--- config.mk ---
export PLATFORM = sky130hd
export DESIGN_NAME = bdepq_front
export DESIGN_NICKNAME = d
export VERILOG_FILES = /design/src/rtl/bdepq_pkg.sv /design/src/rtl/bdepq_front.sv
export SDC_FILE = /design/constraint.sdc
export NUM_CORES = 1
export LEC_CHECK = 0
export BUFFER_PORTS_ARGS = -buffer_cell sky130_fd_sc_hd__buf_2
export CAP_MARGIN = 20
export CORE_ASPECT_RATIO = 0.6
export CORE_MARGIN = 5
export CORE_UTILIZATION = 30
export CTS_CLUSTER_SIZE = 30
export DETAILED_ROUTE_END_ITERATION = 16
export GPL_TIMING_DRIVEN = 0
export MAX_ROUTING_LAYER = met4
export SYNTH_ARGS = -nofsm -noshare
export SYNTH_HDL_FRONTEND = slang
export SYNTH_SLANG_ARGS = --single-unit
--- constraint.sdc ---
create_clock -name clk -period 3.11 [get_ports clk]
set_clock_uncertainty 0.2 [all_clocks]
set_input_delay 0.311 -clock clk [delete_from_list [all_inputs] [get_ports clk]]
set_output_delay 0.311 -clock clk [all_outputs]
set_load 0.01 [all_outputs]
--- src/rtl/bdepq_pkg.sv ---
// Package for the bounded double-ended priority queues block.
// Types, sizes and event codes shared by front end, back end and top level.
`default_nettype none
package bdepq_pkg;
  localparam int CHANNELS = 8;
  localparam int CAPACITY = 16;
  localparam int CH_W = 3;
  localparam int SL_W = (CAPACITY > 1) ? $clog2(CAPACITY) : 1;
  localparam int SLOTS = CHANNELS * CAPACITY;
  localparam int ADDR_W = $clog2(SLOTS);
  localparam int CNT_W = $clog2(CAPACITY + 1);
  localparam int Q_W = 5;
  localparam int CMDQ_DEPTH = 2;

  typedef enum logic [1:0] {
    K_ADD   = 2'd0,
    K_QUOTA = 2'd1,
    K_DROP  = 2'd2,
    K_PRINT = 2'd3
  } kind_t;

  typedef enum logic [2:0] {
    EV_ADDED    = 3'd0,
    EV_DROPPED  = 3'd1,
    EV_PRINTED  = 3'd2,
    EV_EMPTY    = 3'd3,
    EV_QUOTA    = 3'd4,
    EV_REJECTED = 3'd5
  } event_t;

  // Classified command handed from front end to back end.
  typedef struct packed {
    logic        reject;
    kind_t       kind;
    logic [2:0]  ch;
    logic [15:0] job;
    logic [15:0] pri;
    logic [CNT_W-1:0] quota;
    logic        clip;
  } cmd_t;

  typedef struct packed {
    event_t      ev;
    logic [2:0]  ch;
    logic [15:0] job;
    logic [15:0] value;
    logic        clip;
    logic        last;
  } res_t;

  typedef enum logic [2:0] {
    S_IDLE,
    S_SCAN,
    S_READ,
    S_DECIDE,
    S_EMIT
  } state_t;
endpackage
`default_nettype wire

--- src/rtl/bdepq_front.sv ---
// Front end: accepts commands, saturates quotas, flags bad channels,
// and buffers them in a short command queue. Depends on bdepq_pkg.
`default_nettype none
module bdepq_front import bdepq_pkg::*; (
  input  wire logic        clk,
  input  wire logic        rst_n,
  input  wire logic        flush,
  input  wire logic        in_push,
  output logic             in_full,
  input  wire logic [1:0]  in_kind,
  input  wire logic [2:0]  in_channel,
  input  wire logic [15:0] in_job_tag,
  input  wire logic [15:0] in_priority_req,
  input  wire logic [15:0] in_new_quota,
  output logic             cmd_valid,
  input  wire logic        cmd_take,
  output cmd_t             cmd
);
  cmd_t q_r [CMDQ_DEPTH];
  logic [1:0] cnt_r, cnt_nxt;
  logic       wp_r, rp_r;
  cmd_t c;

  always_comb begin
    c.reject = (32'(in_channel) >= CHANNELS);
    c.kind   = kind_t'(in_kind);
    c.ch     = in_channel;
    c.job    = in_job_tag;
    c.pri    = in_priority_req;
    c.clip   = (in_new_quota > 16'(CAPACITY));
    c.quota  = c.clip ? CNT_W'(CAPACITY) : in_new_quota[CNT_W-1:0];
  end

  assign in_full   = (cnt_r == 2'(CMDQ_DEPTH));
  assign cmd_valid = (cnt_r != 2'd0);
  assign cmd       = q_r[rp_r];

  wire do_push = in_push && !in_full;
  wire do_pop  = cmd_valid && cmd_take;
  assign cnt_nxt = cnt_r + 2'(do_push) - 2'(do_pop);

  always_ff @(posedge clk) begin
    if (!rst_n || flush) begin
      cnt_r <= '0;
      wp_r  <= 1'b0;
      rp_r  <= 1'b0;
    end else begin
      cnt_r <= cnt_nxt;
      if (do_push) wp_r <= ~wp_r;
      if (do_pop) rp_r <= ~rp_r;
    end
    if (do_push) q_r[wp_r] <= c;
  end
endmodule
`default_nettype wire

==> results.cfg, run 1 <==
[floorplan]
die_h_um = 92.8
initial_core_util = 0.305
pin_count = 104
core-area_mm2 = 0.0112
fp.dieArea_mm2 = 0.0137
row_count = 30
die_x_um = 148

[pwr]
p_comb_frac = 0.091
power.total_uw = 2770
vdd_drop_max_mv = 0.243
p_leak_uw = 0.00186
p_seq_frac = 0.510
switchingPower_uw = 541
sw_frac_of_total = 0.195
clockPowerShare = 0.399
p_int_uw = 2230
p_per_area_mw_per_mm2 = 571

[timing]
whs_ns = 0.101
period_needed_ns = 2.39
finalSetupTns_ns = 0
slew_headroom = 0.599
fmax_ghz = 0.418
fin_crit_sh = 0.770
hold_viol = 0
rsz0062_at_grt = false
final_max_slew_viol_count = 0
setup_viol = 0
tightest_slew_ns = 0.602

[route]
drt_wl_total_um = 6860
via_count = 1998
via_per_inst = 4.20
wl_met3_um = 465
drt_iter0_drc = 68
top_layer = met4
wl_met1_um = 3250
wl_per_cell_um = 14.4
firstDrtPassIters = 4
drt_drc_violations_left = 0
dr_wl_met2_um = 3090
ant_nets = 0

[synthesis]
synthTopCellsByArea = edfxtp_1 (75%), mux2_2 (14%), dfxtp_1 (2.9%), and2_1 (0.73%), ha_1 (0.73%)
synth_top_cell_area_share = 0.754
postSynthCellCount = 177
ys_warn_count = 0
synth_most_common_cell = edfxtp_1
avgSynthCellArea_um2 = 19.4
ys_seq_area_frac = 0.783
yosysTopAreaCell = edfxtp_1
synthesis.nets = 237
synth_flop_cell = edfxtp_1
netlist_area_mm2 = 0.00343
synth_cell_type_count = 27
ys_top_cells_by_count = edfxtp_1 (86), mux2_2 (43), inv_1 (6)
async_flop_share = 0
yosys_register_bits = 91
synth_edf_count = 86

[clock_tree]
cts_resized = 0
clock-sinks = 91
clockBufferDepth = 2
cts-root-buf = clkbuf_16
cts_setup_buffers = 0
clk_latency_ns = 0.32
htreeDepth = 3
cts_tree = built
numCtsBuffers = 9
clk_transition_reported_paths_ns = 0.06

[worst_setup_path]
cp_max_fo = 10
critical_path_required_ns = 2.60
arrival_ns = 1.88
critPathLaunchType = flip-flop
slowest_stage = mux2_2
path_class = reg -> out
cpMostUsedCell = buf_2
max_stage_delay_ns = 0.39
worstSetupEndpointType = output port
crit_path_cell_trace = clkbuf_1, buf_2, mux2_2, buf_2

[final_layout]
antenna_cells = 0
drive_above_1_share = 0.512
design_area_mm2 = 0.00485
nets = 389
fillers = 1022
syn2layout_area_growth_pct = 41.5

[global_routing]
grt_pass1_vias = 2215
gr-total-overflow = 0
grt_pass1_wl_um = 11100
antenna_found_initial = 0
track_usage = 0.109
grt_max_degree = 23

[placement]
gp_congestion = 0.701
place_area_mm2 = 0.00417
port_buffers = 102
place.detailed.hpwl_um = 4650

[worst_hold_path]
hold_path_class = in -> reg

[outcome]
outcome = finished, final reports clean

[job]
maxCapViolations = 0
==> critical path: cells and delay by family, from the launching register on <==
kind	cells	cell delay [ns]
multiplexers	1	0.39
buffers and inverters	3	0.85
flip-flops	1	0.30
==> sequential cells by signal, summed over array words and instances (netlist names), named ones only <==
| register | flops |
|---|---|
| q_r | 86 |
| cnt_r | 2 |
| rp_r | 1 |
| wp_r | 1 |
==> timing repair <==
action                                  CTS  global route
hold endpoints to repair                 74             0
endpoints found under the setup margin    0             0
hold buffers                             37             0
==> per-layer routing <==
layer	vias up	track usage
li1	978	-
met1	944	0.133
met2	71	0.166
met3	5	0.0460
met4	0	0.0323
met5	-	-
==> cells by family after synthesis <==
kind of cell / Yosys count / share of synthesized area
adder cells (fa/ha/maj): 2 / 0.00730
AND/OR/NAND/NOR: 21 / 0.0365
XOR/XNOR: 3 / 0.00767
other: 1 / 0.00109
multiplexers: 43 / 0.141
buffers and inverters: 12 / 0.0157
AO/OA/AOI/OAI: 4 / 0.00767
flip-flops: 91 / 0.783
==> layout make-up <==
cell class | instances | area [um^2] | area share
flip-flops and latches | 91 | 2680 | 0.553
repair buffers | 141 | 936 | 0.193
multi-input cells | 74 | 692 | 0.143
clock buffers | 9 | 225 | 0.0464
well taps | 144 | 180 | 0.0372
clock inverters | 5 | 80.1 | 0.0165
plain buffers | 6 | 31.3 | 0.00645
inverters | 6 | 22.5 | 0.00464
==> power by group through the flow <==
stage	Sequential, uW	Clock (uW)	Combinational, uW
finish	1410	1100	252
global route	1420	1200	278
CTS	1410	1140	257
detailed placement	1440	0	220
global placement	1440	0	206
floorplan	1440	0	106
==> placed cells by master (no fill, tap or decap), drive strengths merged <==
cell,n
ha,2
inv,6
nand2,1
o21ai,1
and3,1
edfxtp,86
xnor2,2
clkinv,2
buf,109
clkinvlp,1
conb,1
nor3,2
dfxtp,5
xor2,1
clkbuf,10
or4,3
mux2,43
nor2,5
and2,4
dlygate4sd3,37
nand2b,2
nand3,1
bufinv,2
o41ai,1
o21a,1
or2,1
or3,1
a21oi,1
==> stage by stage <==
stage                util  worst slack (ns)  std cells
detailed placement  0.372             0.959        425
global placement    0.367             0.201        423
global route        0.432             0.588        476
CTS                 0.432             0.669        476
floorplan               -             0.776        177
finish              0.432             0.715        476
==> path summary, 6_finish.rpt <==
path / start / to / slack (ns) / cells past startpoint
setup / recovery: flip-flop / cmd[12] / 0.72 / 4
hold / removal: in_new_quota[7] / q_r[0][0] / 0.10 / 3
setup reg to reg: cnt_r[0] / q_r[0][34] / 1.01 / 5
hold reg to reg: wp_r / wp_r / 0.30 / 2
(Power assumes the default switching activity.)
==> run 2: changes to the inputs <==
Settings changed: ABC_AREA set to 1.
Clock period 3.11 ns to 2.4 ns, I/O delays scaled along.
==> run 2 against run 1 <==
  * Critical path depth rose by 3
  * Total power up 30%
  * Hold slack worse by 0.045 ns
  * Sequential power is 30% higher
  * Worst setup slack got worse by 0.56 ns
  * Critical endpoint is now cnt_r[0]
  * Largest power group unchanged
==> results.cfg, run 2 <==
[final_layout]
nets = 407
syn2layout_area_growth_pct = 40.4
antenna_cells = 0
mostFrequentLayoutCells = buf_2 (102), edfxtp_1 (86), mux2_4 (40), dlygate4sd3_1 (39), nor2_1 (20)
top_register = q_r
fillers = 1093
reg_top3 = q_r (86), cnt_r (2)
largest_reg_flops = 86
multi_input_area_um2 = 861
mostFrequentLayoutCell = buf_2
drive_above_1_share = 0.489
fin_util = 0.428
regArea_mm2 = 0.00268

[synthesis]
ys_seq_area_frac = 0.733
ys_top_cells_by_count = edfxtp_1 (86), mux2_4 (40), nor2_1 (22)
yosys_register_bits = 91
synthTopCellsByArea = edfxtp_1 (71%), mux2_4 (16%), dfxtp_1 (2.7%), nor2_1 (2.3%), buf_12 (2.2%)
synth_cell_type_count = 19
synth_top_cell_area_share = 0.706
postSynthCellCount = 193
avgSynthCellArea_um2 = 18.9
synth_most_common_cell = edfxtp_1
ys_warn_count = 0
synthesis.nets = 253
synth_edf_count = 86
yosysTopAreaCell = edfxtp_1
synth_flop_cell = edfxtp_1
async_flop_share = 0
netlist_area_mm2 = 0.00366

[worst_setup_path]
critical_path_required_ns = 2.42
reg2reg_to = cnt_r[0]
cp-startpoint = cnt_r[1]
max_stage_delay_ns = 0.54
slowest_stage = dlygate4sd3_1
critPathLaunchType = flip-flop
r2r_cells = 7
reg2reg_slack_ns = 0.15
arrival_ns = 2.27
crit_path_cell_trace = inv_1, o21ai_4, ha_1, inv_1, ha_1, nor3b_1, dlygate4sd3_1
path_class = reg -> reg
worstReg2RegStart = cnt_r[1]
cp_max_fo = 4
timing.critical_path.to = cnt_r[0]
worstSetupEndpointType = flip-flop

[timing]
finalSetupTns_ns = 0
final_max_slew_viol_count = 0
setup_slack_ns = 0.151
rsz0062_at_grt = false
setup_viol = 0
whs_ns = 0.0568
fin_crit_sh = 0.937
hold_viol = 0
period_needed_ns = 2.25
fmax_ghz = 0.445
slew_headroom = 0.499
tightest_slew_ns = 0.749

[global_routing]
gr-total-overflow = 0
grt_pass1_vias = 2298
track_usage = 0.104
grt_pass1_wl_um = 11400
grt_max_degree = 24
antenna_found_initial = 0

[route]
via_per_inst = 4.05
drt_wl_total_um = 7110
firstDrtPassIters = 4
wl_per_cell_um = 13.8
drt_iter0_drc = 67
drt_drc_violations_left = 0
via_count = 2096
ant_nets = 0

[floorplan]
die_x_um = 153
fp.dieArea_mm2 = 0.0146
initial_core_util = 0.305
row_count = 31
core-area_mm2 = 0.0120
pin_count = 104
die_h_um = 95.5

[pwr]
vdd_drop_max_mv = 0.291
p_per_area_mw_per_mm2 = 703
p_leak_uw = 0.00205
power.total_uw = 3610

[placement]
place_ws_ns = 0.395
gp_congestion = 0.714
place.detailed.hpwl_um = 4830
port_buffers = 102

[job]
maxCapViolations = 0

[clock_tree]
clockBufferDepth = 2
cts_setup_buffers = 0
clk_latency_ns = 0.33
cts_tree = built
cts-root-buf = clkbuf_16
clk_transition_reported_paths_ns = 0.06
htreeDepth = 3
clock-sinks = 91
numCtsBuffers = 9

[worst_hold_path]
hold_path_class = in -> reg

[outcome]
outcome = finished, final reports clean
## run 2: final cells by class
cell class / count / area share
tap: 165 / 0.0402
clock buffer: 9 / 0.0439
inverter: 10 / 0.00731
clock inverter: 7 / 0.0144
buffer: 6 / 0.0193
sequential: 91 / 0.523
multi-input combinational: 86 / 0.168
timing repair buffer: 143 / 0.185
## run 2: per-stage QoR
step,std cells,cell area [um^2]
2_1_floorplan,193,3660
3_3_place_gp,460,4380
3_5_place_dp,462,4440
4_1_cts,517,5130
5_1_grt,517,5130
6_report,517,5130
## run 2: worst max-delay path, delay by kind of cell, from the launching register on
family	cells	cell delay (ns)
flops	1	0.38
simple gates	1	0.13
buf+inv	3	0.70
compound gates	1	0.23
fa+ha+maj	2	0.49
## run 2: worst min path at each step
stage	from	to	depth (start not counted)
after detailed placement	in_job_tag[0]	q_r[0][22]	1
final	in_new_quota[4]	q_r[0][5]	3
after global routing	in_new_quota[4]	q_r[0][5]	3
after floorplan	flush	cnt_r[0]	1
after CTS	in_new_quota[4]	q_r[0][5]	3
after global placement	flush	cnt_r[0]	2
## run 2: metal layers
| layer | part of all wire | wire length [um] | up-vias | track usage |
|---|---|---|---|---|
| met4 | 0.0083 | 59 | 0 | 0.0245 |
| met1 | 0.46 | 3290 | 998 | 0.123 |
| met3 | 0.067 | 479 | 6 | 0.0426 |
| met5 | 0 | 0 | - | - |
| met2 | 0.46 | 3280 | 76 | 0.168 |
| li1 | - | - | 1016 | - |
## run 2: power breakdown
part           switching [uW]  total, uW  internal (uW)
sequential               19.5       1830           1810
clock                     590       1400            814
combinational             160        369            209
## run 2: what timing repair did
item,4_1_cts,5_1_grt
endpoints found under the setup margin,0,1
hold buffers,39,0
endpoints found under the hold margin,77,0
gates resized for setup,0,1
## run 2: cell families after synthesis
logic type / after synthesis / synth area share
and+or+nand+nor: 37 / 0.0411
AOI/OAI and AO/OA: 2 / 0.00445
muxes: 43 / 0.173
xor gates and xnor gates: 1 / 0.00240
other: 1 / 0.00103
buffers and inverters: 16 / 0.0373
adders and majority gates: 2 / 0.00684
DFF: 91 / 0.733
